===== src/sv/cca_pkg.sv =====
`timescale 1ns / 1ps
`default_nettype none
// ----------------------------------------------------------------------------
// cca_pkg
// Shared types, command codes and calendar helpers for the calendar clock.
// ----------------------------------------------------------------------------
package cca_pkg;

	localparam int YEAR_WIDTH_DEF  = 16;
	localparam int QUEUE_DEPTH_DEF = 4;

	// command codes (tuser)
	localparam logic [1:0] CMD_ADVANCE  = 2'd0;
	localparam logic [1:0] CMD_SET_TIME = 2'd1;
	localparam logic [1:0] CMD_SET_DATE = 2'd2;
	localparam logic [1:0] CMD_SET_BOTH = 2'd3;

	// reciprocal constants: q = (x * RECIP) >> SHIFT is exact over the input range
	localparam int          DIV60_A_SHIFT  = 28;              // 22-bit dividend
	localparam logic [22:0] DIV60_A_RECIP  = 23'd4473925;
	localparam int          DIV60_B_SHIFT  = 23;              // 17-bit dividend
	localparam logic [17:0] DIV60_B_RECIP  = 18'd139811;
	localparam int          DIV24_SHIFT    = 16;              // 11-bit dividend
	localparam logic [11:0] DIV24_RECIP    = 12'd2731;
	localparam int          DIV400_SHIFT   = 25;              // 16-bit dividend
	localparam logic [16:0] DIV400_RECIP   = 17'd83887;

	localparam logic [8:0]  RES_LAST       = 9'd399;

	// one classified command word, as queued between front and back
	typedef struct packed {
		logic [1:0]  cmd;
		logic [5:0]  sec_inc;
		logic [5:0]  min_inc;
		logic [4:0]  hour_inc;
		logic [5:0]  day_inc;
		logic [5:0]  new_second;
		logic [5:0]  new_minute;
		logic [4:0]  new_hour;
		logic [4:0]  new_day;
		logic [3:0]  new_month;
		logic [15:0] new_year;
		logic [8:0]  new_year_res;  // new_year mod 400
	} cca_item_t;

	// leap test from the year's low bits and its residue mod 400
	function automatic logic is_leap(input logic [1:0] year_lo, input logic [8:0] res);
		is_leap = (year_lo == 2'd0) && (res != 9'd100) && (res != 9'd200)
			&& (res != 9'd300);
	endfunction

	// 31/30 alternation switching at August, February by leap flag
	function automatic logic [4:0] month_len(input logic [3:0] month, input logic leap);
		if (month == 4'd2) begin
			month_len = leap ? 5'd29 : 5'd28;
		end else if (month <= 4'd7) begin
			month_len = month[0] ? 5'd31 : 5'd30;
		end else begin
			month_len = month[0] ? 5'd30 : 5'd31;
		end
	endfunction

endpackage
`default_nettype wire


===== src/sv/cca_front.sv =====
`timescale 1ns / 1ps
`default_nettype none
// ----------------------------------------------------------------------------
// cca_front
// Accepts command words and splits the elapsed count into second, minute,
// hour and day increments over three pipeline stages; reduces the load year.
// ----------------------------------------------------------------------------
module cca_front import cca_pkg::*; #(
	parameter int YEAR_WIDTH = YEAR_WIDTH_DEF
) (
	input  wire logic        clk,
	input  wire logic        arst_n,
	input  wire logic        in_valid,
	output logic             in_ready,
	input  wire logic [1:0]  in_cmd,
	input  wire logic [63:0] in_data,
	output logic             out_valid,
	input  wire logic        out_ready,
	output cca_item_t        out_item
);

	localparam int LOAD_W = (YEAR_WIDTH < 16) ? YEAR_WIDTH : 16;
	localparam logic [15:0] LOAD_MASK = 16'((64'd1 << LOAD_W) - 64'd1);

	logic        v_s1, v_s2, v_s3;
	logic        adv1, adv2, adv3;
	cca_item_t   item_s1, item_s2, item_s3;
	logic [16:0] quo_s1;   // elapsed / 60
	logic [10:0] quo_s2;   // elapsed / 3600

	logic [21:0] elapsed;
	logic [44:0] prod_a;
	logic [16:0] quo_a;
	logic [15:0] year_ld;
	logic [32:0] prod_y;
	logic [7:0]  quo_y;
	logic [34:0] prod_b;
	logic [10:0] quo_b;
	logic [22:0] prod_c;
	logic [5:0]  quo_c;
	cca_item_t   item_in;
	cca_item_t   item_nx2, item_nx3;

	assign adv3     = !v_s3 || out_ready;
	assign adv2     = !v_s2 || adv3;
	assign adv1     = !v_s1 || adv2;
	assign in_ready = adv1;

	// stage 1: seconds and year residue
	always_comb begin
		elapsed = in_data[21:0];
		prod_a  = 45'(elapsed) * 45'(DIV60_A_RECIP);
		quo_a   = prod_a[DIV60_A_SHIFT +: 17];
		year_ld = in_data[63:48] & LOAD_MASK;
		prod_y  = 33'(year_ld) * 33'(DIV400_RECIP);
		quo_y   = prod_y[DIV400_SHIFT +: 8];

		item_in              = '0;
		item_in.cmd          = in_cmd;
		item_in.sec_inc      = 6'(elapsed - 22'(quo_a) * 22'd60);
		item_in.new_second   = in_data[27:22];
		item_in.new_minute   = in_data[33:28];
		item_in.new_hour     = in_data[38:34];
		item_in.new_day      = in_data[43:39];
		item_in.new_month    = in_data[47:44];
		item_in.new_year     = year_ld;
		item_in.new_year_res = 9'(year_ld - 16'(quo_y) * 16'd400);
	end

	// stage 2: minutes
	always_comb begin
		prod_b           = 35'(quo_s1) * 35'(DIV60_B_RECIP);
		quo_b            = prod_b[DIV60_B_SHIFT +: 11];
		item_nx2         = item_s1;
		item_nx2.min_inc = 6'(quo_s1 - 17'(quo_b) * 17'd60);
	end

	// stage 3: hours and days
	always_comb begin
		prod_c            = 23'(quo_s2) * 23'(DIV24_RECIP);
		quo_c             = prod_c[DIV24_SHIFT +: 6];
		item_nx3          = item_s2;
		item_nx3.hour_inc = 5'(quo_s2 - 11'(quo_c) * 11'd24);
		item_nx3.day_inc  = quo_c;
	end

	always_ff @(posedge clk or negedge arst_n) begin
		if (!arst_n) begin
			v_s1 <= 1'b0;
			v_s2 <= 1'b0;
			v_s3 <= 1'b0;
		end else begin
			if (adv1) v_s1 <= in_valid;
			if (adv2) v_s2 <= v_s1;
			if (adv3) v_s3 <= v_s2;
		end
	end

	always_ff @(posedge clk) begin
		if (adv1 && in_valid) begin
			item_s1 <= item_in;
			quo_s1  <= quo_a;
		end
		if (adv2 && v_s1) begin
			item_s2 <= item_nx2;
			quo_s2  <= quo_b;
		end
		if (adv3 && v_s2) begin
			item_s3 <= item_nx3;
		end
	end

	assign out_valid = v_s3;
	assign out_item  = item_s3;

	// reciprocal division sanity
	a_sec_range: assert property (@(posedge clk) disable iff (!arst_n)
		v_s1 |-> (item_s1.sec_inc < 6'd60 && item_s1.new_year_res <= RES_LAST))
		else $error("front: second remainder or year residue out of range");
	a_min_range: assert property (@(posedge clk) disable iff (!arst_n)
		v_s2 |-> item_s2.min_inc < 6'd60)
		else $error("front: minute remainder out of range");
	a_hour_range: assert property (@(posedge clk) disable iff (!arst_n)
		v_s3 |-> (item_s3.hour_inc < 5'd24 && item_s3.day_inc <= 6'd48))
		else $error("front: hour remainder or day count out of range");

endmodule
`default_nettype wire


===== src/sv/cca_queue.sv =====
`timescale 1ns / 1ps
`default_nettype none
// ----------------------------------------------------------------------------
// cca_queue
// Short FIFO of classified command words between front and back.
// ----------------------------------------------------------------------------
module cca_queue import cca_pkg::*; #(
	parameter int DEPTH = QUEUE_DEPTH_DEF
) (
	input  wire logic      clk,
	input  wire logic      arst_n,
	input  wire logic      push_valid,
	output logic           push_ready,
	input  wire cca_item_t push_item,
	output logic           pop_valid,
	input  wire logic      pop_ready,
	output cca_item_t      pop_item
);

	localparam int PTR_W = $clog2(DEPTH);
	localparam int CNT_W = $clog2(DEPTH + 1);
	localparam logic [PTR_W-1:0] PTR_LAST = PTR_W'(DEPTH - 1);
	localparam logic [CNT_W-1:0] CNT_FULL = CNT_W'(DEPTH);

	cca_item_t        mem_q [DEPTH];
	logic [PTR_W-1:0] wr_ptr_q, rd_ptr_q;
	logic [CNT_W-1:0] count_q;
	logic             push, pop;

	assign push_ready = (count_q != CNT_FULL);
	assign pop_valid  = (count_q != '0);
	assign push       = push_valid && push_ready;
	assign pop        = pop_valid && pop_ready;
	assign pop_item   = mem_q[rd_ptr_q];

	always_ff @(posedge clk or negedge arst_n) begin
		if (!arst_n) begin
			wr_ptr_q <= '0;
			rd_ptr_q <= '0;
			count_q  <= '0;
		end else begin
			if (push) wr_ptr_q <= (wr_ptr_q == PTR_LAST) ? '0 : wr_ptr_q + 1'b1;
			if (pop)  rd_ptr_q <= (rd_ptr_q == PTR_LAST) ? '0 : rd_ptr_q + 1'b1;
			if (push && !pop)      count_q <= count_q + 1'b1;
			else if (pop && !push) count_q <= count_q - 1'b1;
		end
	end

	always_ff @(posedge clk) begin
		if (push) mem_q[wr_ptr_q] <= push_item;
	end

endmodule
`default_nettype wire


===== src/sv/cca_back.sv =====
`timescale 1ns / 1ps
`default_nettype none
// ----------------------------------------------------------------------------
// cca_back
// Holds the date and time, applies one queued command word per cycle while
// the output word is not stalled, and presents the new state as the output word.
// ----------------------------------------------------------------------------
module cca_back import cca_pkg::*; #(
	parameter int YEAR_WIDTH = YEAR_WIDTH_DEF
) (
	input  wire logic        clk,
	input  wire logic        arst_n,
	input  wire logic        q_valid,
	output logic             q_ready,
	input  wire cca_item_t   q_item,
	output logic             out_valid,
	input  wire logic        out_ready,
	output logic [47:0]      out_data
);

	localparam logic [YEAR_WIDTH-1:0] YEAR_MAX = '1;

	logic                  out_valid_q;
	logic [5:0]            sec_q, min_q;
	logic [4:0]            hour_q, day_q;
	logic [3:0]            month_q;
	logic [YEAR_WIDTH-1:0] year_q;
	logic [8:0]            res_q;   // year_q mod 400

	logic                  pop;
	logic [6:0]            sec_sum, min_sum, day_sum;
	logic [5:0]            hour_sum;
	logic [1:0]            c_sec, c_min, c_hour;
	logic [5:0]            sec_adv, min_adv;
	logic [4:0]            hour_adv, mlen;
	logic [4:0]            month_inc;
	logic [4:0]            day_adv;
	logic [3:0]            month_adv;
	logic [YEAR_WIDTH-1:0] year_adv;
	logic [8:0]            res_adv;

	assign q_ready = !out_valid_q || out_ready;
	assign pop     = q_valid && q_ready;

	// advance: add the pre-split increments with small carries
	always_comb begin
		sec_sum = 7'(sec_q) + 7'(q_item.sec_inc);
		priority if (sec_sum >= 7'd120) begin
			sec_adv = 6'(sec_sum - 7'd120);
			c_sec   = 2'd2;
		end else if (sec_sum >= 7'd60) begin
			sec_adv = 6'(sec_sum - 7'd60);
			c_sec   = 2'd1;
		end else begin
			sec_adv = sec_sum[5:0];
			c_sec   = 2'd0;
		end

		min_sum = 7'(min_q) + 7'(q_item.min_inc) + 7'(c_sec);
		priority if (min_sum >= 7'd120) begin
			min_adv = 6'(min_sum - 7'd120);
			c_min   = 2'd2;
		end else if (min_sum >= 7'd60) begin
			min_adv = 6'(min_sum - 7'd60);
			c_min   = 2'd1;
		end else begin
			min_adv = min_sum[5:0];
			c_min   = 2'd0;
		end

		hour_sum = 6'(hour_q) + 6'(q_item.hour_inc) + 6'(c_min);
		priority if (hour_sum >= 6'd48) begin
			hour_adv = 5'(hour_sum - 6'd48);
			c_hour   = 2'd2;
		end else if (hour_sum >= 6'd24) begin
			hour_adv = 5'(hour_sum - 6'd24);
			c_hour   = 2'd1;
		end else begin
			hour_adv = hour_sum[4:0];
			c_hour   = 2'd0;
		end

		day_sum   = 7'(day_q) + 7'(q_item.day_inc) + 7'(c_hour);
		mlen      = month_len(month_q, is_leap(year_q[1:0], res_q));
		month_inc = 5'(month_q) + 5'd1;
		day_adv   = day_sum[4:0];
		month_adv = month_q;
		year_adv  = year_q;
		res_adv   = res_q;
		if (day_sum > 7'(mlen)) begin
			day_adv = 5'(day_sum - 7'(mlen));
			if (month_inc > 5'd12) begin
				month_adv = 4'(month_inc - 5'd12);
				if (year_q == YEAR_MAX) begin
					year_adv = '0;
					res_adv  = '0;
				end else begin
					year_adv = year_q + 1'b1;
					res_adv  = (res_q == RES_LAST) ? 9'd0 : res_q + 9'd1;
				end
			end else begin
				month_adv = month_inc[3:0];
			end
		end
	end

	always_ff @(posedge clk or negedge arst_n) begin
		if (!arst_n) begin
			out_valid_q <= 1'b0;
			sec_q       <= '0;
			min_q       <= '0;
			hour_q      <= '0;
			day_q       <= 5'd1;
			month_q     <= 4'd1;
			year_q      <= '0;
			res_q       <= '0;
		end else begin
			if (q_ready) out_valid_q <= q_valid;
			if (pop) begin
				unique case (q_item.cmd)
					CMD_ADVANCE: begin
						sec_q   <= sec_adv;
						min_q   <= min_adv;
						hour_q  <= hour_adv;
						day_q   <= day_adv;
						month_q <= month_adv;
						year_q  <= year_adv;
						res_q   <= res_adv;
					end
					CMD_SET_TIME: begin
						sec_q  <= q_item.new_second;
						min_q  <= q_item.new_minute;
						hour_q <= q_item.new_hour;
					end
					CMD_SET_DATE: begin
						day_q   <= q_item.new_day;
						month_q <= q_item.new_month;
						year_q  <= YEAR_WIDTH'(q_item.new_year);
						res_q   <= q_item.new_year_res;
					end
					CMD_SET_BOTH: begin
						sec_q   <= q_item.new_second;
						min_q   <= q_item.new_minute;
						hour_q  <= q_item.new_hour;
						day_q   <= q_item.new_day;
						month_q <= q_item.new_month;
						year_q  <= YEAR_WIDTH'(q_item.new_year);
						res_q   <= q_item.new_year_res;
					end
					default: begin
						sec_q <= sec_q;
					end
				endcase
			end
		end
	end

	assign out_valid = out_valid_q;
	assign out_data  = {6'd0, 16'(year_q), month_q, day_q, hour_q, min_q, sec_q};

	a_res_range: assert property (@(posedge clk) disable iff (!arst_n)
		res_q <= RES_LAST)
		else $error("back: year residue out of range");
	a_no_overwrite: assert property (@(posedge clk) disable iff (!arst_n)
		(out_valid_q && !out_ready) |=> ($stable(sec_q) && $stable(year_q) && out_valid_q))
		else $error("back: state changed while the output word was stalled");
	a_month_valid: assert property (@(posedge clk) disable iff (!arst_n)
		(pop && q_item.cmd == CMD_ADVANCE && month_q >= 4'd1 && month_q <= 4'd12)
		|=> (month_q >= 4'd1 && month_q <= 4'd12))
		else $error("back: advance left a valid month out of range");

endmodule
`default_nettype wire


===== src/sv/calendar_clock_advance.sv =====
`timescale 1ns / 1ps
`default_nettype none
// ----------------------------------------------------------------------------
// calendar_clock_advance
// Gregorian date and time keeper driven by advance and load command words.
// ----------------------------------------------------------------------------
// Takes one command word per cycle unless back-pressure stalls it, and returns
// one date/time word per command, in order. The front splits the elapsed
// count into second, minute, hour and day increments in three multiply
// stages (reciprocal division by 60, 60 and 24) and reduces a load year mod
// 400; a four-word queue sits between it and the back, which updates the
// clock state once per word and registers it as the output word, so sustained
// throughput is one word per cycle while m_axis_tready stays high. Month lengths
// alternate 31/30 switching at August, February follows the 4/100/400 leap
// rule, and the year wraps at YEAR_WIDTH bits.
module calendar_clock_advance import cca_pkg::*; #(
	parameter int YEAR_WIDTH  = YEAR_WIDTH_DEF,
	parameter int QUEUE_DEPTH = QUEUE_DEPTH_DEF
) (
	input  wire logic        clk,
	input  wire logic        arst_n,
	input  wire logic        s_axis_tvalid,
	output logic             s_axis_tready,
	// elapsed_seconds, new_second, new_minute, new_hour, new_day, new_month, new_year
	input  wire logic [63:0] s_axis_tdata,
	// command
	input  wire logic [1:0]  s_axis_tuser,
	output logic             m_axis_tvalid,
	input  wire logic        m_axis_tready,
	// cur_second, cur_minute, cur_hour, cur_day, cur_month, cur_year, zero pad
	output logic [47:0]      m_axis_tdata
);

	logic      fq_valid, fq_ready;
	cca_item_t fq_item;
	logic      qb_valid, qb_ready;
	cca_item_t qb_item;

	cca_front #(.YEAR_WIDTH(YEAR_WIDTH)) u_front (
		.clk       (clk),
		.arst_n    (arst_n),
		.in_valid  (s_axis_tvalid),
		.in_ready  (s_axis_tready),
		.in_cmd    (s_axis_tuser),
		.in_data   (s_axis_tdata),
		.out_valid (fq_valid),
		.out_ready (fq_ready),
		.out_item  (fq_item)
	);

	cca_queue #(.DEPTH(QUEUE_DEPTH)) u_queue (
		.clk        (clk),
		.arst_n     (arst_n),
		.push_valid (fq_valid),
		.push_ready (fq_ready),
		.push_item  (fq_item),
		.pop_valid  (qb_valid),
		.pop_ready  (qb_ready),
		.pop_item   (qb_item)
	);

	cca_back #(.YEAR_WIDTH(YEAR_WIDTH)) u_back (
		.clk       (clk),
		.arst_n    (arst_n),
		.q_valid   (qb_valid),
		.q_ready   (qb_ready),
		.q_item    (qb_item),
		.out_valid (m_axis_tvalid),
		.out_ready (m_axis_tready),
		.out_data  (m_axis_tdata)
	);

endmodule
`default_nettype wire

===== config.mk =====
export PLATFORM = sky130hd
export DESIGN_NAME = calendar_clock_advance
export DESIGN_NICKNAME = d
export VERILOG_FILES = /design/src/sv/cca_pkg.sv /design/src/sv/cca_front.sv /design/src/sv/cca_queue.sv /design/src/sv/cca_back.sv /design/src/sv/calendar_clock_advance.sv
export SDC_FILE = /design/constraint.sdc
export NUM_CORES = 1
export LEC_CHECK = 0
export ABC_CLOCK_PERIOD_IN_PS = 12100
export BUFFER_PORTS_ARGS = -buffer_cell sky130_fd_sc_hd__buf_2
export CAP_MARGIN = 15
export CORE_UTILIZATION = 55
export DETAILED_ROUTE_END_ITERATION = 8
export GPL_TIMING_DRIVEN = 0
export PLACE_DENSITY = 0.72
export SLEW_MARGIN = 25
export SYNTH_ARGS = -nofsm -noshare
export SYNTH_HDL_FRONTEND = slang
export SYNTH_SLANG_ARGS = --single-unit

===== constraint.sdc =====
create_clock -name clk -period 12.1 [get_ports clk]
set_clock_uncertainty 0.15 [all_clocks]
set_input_delay 3.63 -clock clk [delete_from_list [all_inputs] [get_ports clk]]
set_output_delay 3.63 -clock clk [all_outputs]
set_load 0.01 [all_outputs]

==> summary.md <==
| Metric | Value |
|---|---|
| Vias in the first global route | around 22,000 |
| DR iter-0 viols | 1,197 |
| Fraction of layout cells with a size suffix above 1 | 0.124 |
| R2R Path Start | u_queue.rd_ptr_q[0]$_DFFE_PN0P_ |
| Critical path arrival | 11.76 ns |
| Register area share after synthesis | 0.465 |
| Worst skew pair latency | 0.64 ns |
| GPL Wtd Cong | 0.873 |
| Hold-fix buffers, CTS | 0 |
| Final nets | around 3,600 |
| Post-synth cell types | 76 |
| Hold EP | u_front.out_item[67]$_DFFE_PP_ |
| Largest net degree at the start of global routing | 52 |
| Die ar. | 66,300 sq um |
| Worst Hold Class | reg2reg |
| 1st-pass router iterations | 8 |
| Area leader, netlist | edfxtp_1 |
| Core Rows | 93 |
| CP max stage cell | mux4_2 |
| Min cycle time layout | 11.36 ns |
| Status | complete, no violations |
| Crit end category | flip-flop |
| Multi-input gate area | approximately 17,000 sq um |
| Main area contributors after synthesis | edfxtp_1, ha_1, fa_1 |
| Worst reg2reg path depth | between 40 and 50 |
| Most numerous cell in the Yosys netlist | ha_1 |
| Fmax | about 90 MHz |
| Yosys warns | 0 |
| Global route total overflow | 0 |
| Crit Path Category | reg2reg |
| Clk sinks | 566 |
| Tcrit/Tclk final | 0.939 |
| Clock Tree Buf Depth | 3 |
| CTS H-tree lvls | 2 |
| Antenna violations before repair | 1 |
| Die X | 257 um |
| Flop2flop setup slack | 0.74 ns |
| Required time of the critical path | between 10 and 15 ns |
| DP HPWL | 56.2 mm |
| Drt drc | 0 |
| Placed Cells | 3,534 |
| Fillers | 4,844 |
| Crit path max fanout | 28 |
| Mapped cell area | 35,900 sq um |
| Final setup fails | 0 |
| Routed WL | between 70 and 80 mm |
| CTS Buf Count | 55 |
| DR vias | ~20,000 |
| First-pass GRT wire length | 120 mm |
| Total track usage | 0.233 |
| Ys flop type | edfxtp_1 |
| ANT nets after route | 0 |
| Post-synth EDFFs | ~500 |
| Slew Limit Fails | 0 |
| FFs w/ async S/R, synth | 0.110 |
| Worst hold path cell count | 0 |
| Number of synthesized register bits | around 570 |
| MaxCap Viol Count | 0 |
| Top cells by count, synth | ha_1, edfxtp_1, inv_1, fa_1, a21oi_1 |
| Area of the core | 64,500 sq um |
| Root buffer cell | clkbuf_16 |
| Synthesized area per cell | 14.1 sq um |
| Least-Margin Pin Slew | ~0.98 ns |
| Final Hold Vio Count | 0 |
| Post-synth top area share | 0.422 |
| Reg-to-Reg End | u_back.year_q[1]$_DFFE_PN0P_ |
| Ant diodes | 0 |
| Register Area | 16,700 sq um |
| Layout Cells excl Fill | 3,634 |
| Syn-to-layout area delta | 10.9% |
| Hold path start | u_front.item_nx3[67]$_DFFE_PP_ |
| IO buf count | ~110 |
| RSZ-0062 raised after global routing | no |
| Boundary Pins | 120 |
| Routed wire length per instance | 20.3 um |
| CP startpoint kind | flip-flop |
| CTS clk-pin slew, worst paths | 0.06 ns |
| Max incr delay on CP | 0.56 ns |
| Syn Inst Count | about 2,500 |
| Starting Density | 0.557 |
| CTS tree | yes |
| Rel. slew slack | 0.344 |
| Die Ht | approximately 260 um |
| Vias per std cell | 5.60 |
==> what timing repair did <==
action	CTS	global route
pin swaps	0	0
endpoints found under the setup margin	26	33
resized for setup	3	8
setup buffers	0	0
==> critical path: cells and delay by family (launching register included) <==
kind | cells | cell delay [ns]
DFF | 1 | 0.45
AOI/OAI and AO/OA | 13 | 2.62
buffers and inverters | 8 | 1.49
adders and majority gates | 12 | 3.64
xor gates and xnor gates | 3 | 0.59
and+or+nand+nor | 10 | 1.72
muxes | 1 | 0.56
==> registers in the layout (all words and copies together), names as in the netlist, 3 cells and up <==
signal            count
u_back.day_q          5
u_back.hour_q         5
u_back.min_q          6
u_back.month_q        4
u_back.res_q          9
u_back.sec_q          6
u_back.year_q        16
u_front.item_nx2     55
u_front.item_nx3     61
u_front.out_item     72
u_front.quo_s1       17
u_front.quo_s2       11
u_queue.count_q       3
u_queue.mem_q       288
==> how the worst max path moves through the flow <==
stage | start | to | slack [ns]
5_1_grt | u_queue.rd_ptr_q[0]$_DFFE_PN0P_ | u_back.year_q[1]$_DFFE_PN0P_ | 0.07
3_5_place_dp | u_queue.rd_ptr_q[0]$_DFFE_PN0P_ | u_back.year_q[14]$_DFFE_PN0P_ | -0.35
2_1_floorplan | u_queue.rd_ptr_q[0]$_DFFE_PN0P_ | u_back.res_q[0]$_DFFE_PN0P_ | 1.51
3_3_place_gp | u_queue.rd_ptr_q[0]$_DFFE_PN0P_ | u_back.res_q[1]$_DFFE_PN0P_ | -0.01
4_1_cts | u_queue.rd_ptr_q[1]$_DFFE_PN0P_ | u_back.year_q[1]$_DFFE_PN0P_ | 0.008
6_report | u_queue.rd_ptr_q[0]$_DFFE_PN0P_ | u_back.year_q[1]$_DFFE_PN0P_ | 0.74
==> cells by family after synthesis <==
family | count (synthesis) | share of synthesized area
compound gates | 310 | 0.0566
xor+xnor | 86 | 0.0214
fa+ha+maj | 781 | 0.323
buf+inv | 454 | 0.0489
flops | 566 | 0.465
mux | 89 | 0.0498
other cells | 1 | 0.000105
simple gates | 259 | 0.0354
==> metal layers <==
metal,wire (um),global-route usage,up-vias
li1,-,-,9464
met1,32300,0.309,10300
met2,37000,0.403,451
met3,2970,0.0331,126
met4,1650,0.0593,2
met5,13,0,-
==> metrics by stage <==
stage | utilization | hold slack [ns] | instance area (sq um) | setup slack [ns] | setup TNS (ns)
after floorplan | - | 0.250 | 35900 | 1.51 | 0
after global placement | 0.582 | 0.251 | 37500 | -0.0127 | -0.0415
after detailed placement | 0.589 | 0.255 | 37900 | -0.353 | -7.26
after CTS | 0.617 | 0.266 | 39800 | 0.00770 | 0
after global routing | 0.618 | 0.271 | 39800 | 0.0740 | 0
final | 0.618 | 0.257 | 39800 | 0.740 | 0
==> layout make-up <==
cell class,instances,share of cell area
sequential,566,0.419
clock buffer,72,0.0367
inverter,410,0.0387
multi-input combinational,1531,0.440
clock inverter,31,0.00990
tap,855,0.0269
timing repair buffer,128,0.0237
buffer,41,0.00537
==> placed cells by master (no fill, tap or decap), types with 11 or more instances in the layout <==
master	count
edfxtp_1	504
xor2_1	27
clkbuf_1	31
mux4_2	71
a211oi_1	12
clkbuf_16	55
nor3_1	12
buf_2	121
nand2b_1	12
nand2_1	77
xnor2_1	56
mux2i_1	11
and3_1	23
a21oi_1	83
nand3_1	28
a22o_1	18
inv_1	410
nor2_1	52
a21o_1	30
ha_1	540
dfrtp_1	60
fa_1	241
o21ai_0	72
nand4_1	12
Power is not shown: default switching activity piles up to over one toggle a cycle in this logic, so the estimate is an artifact.
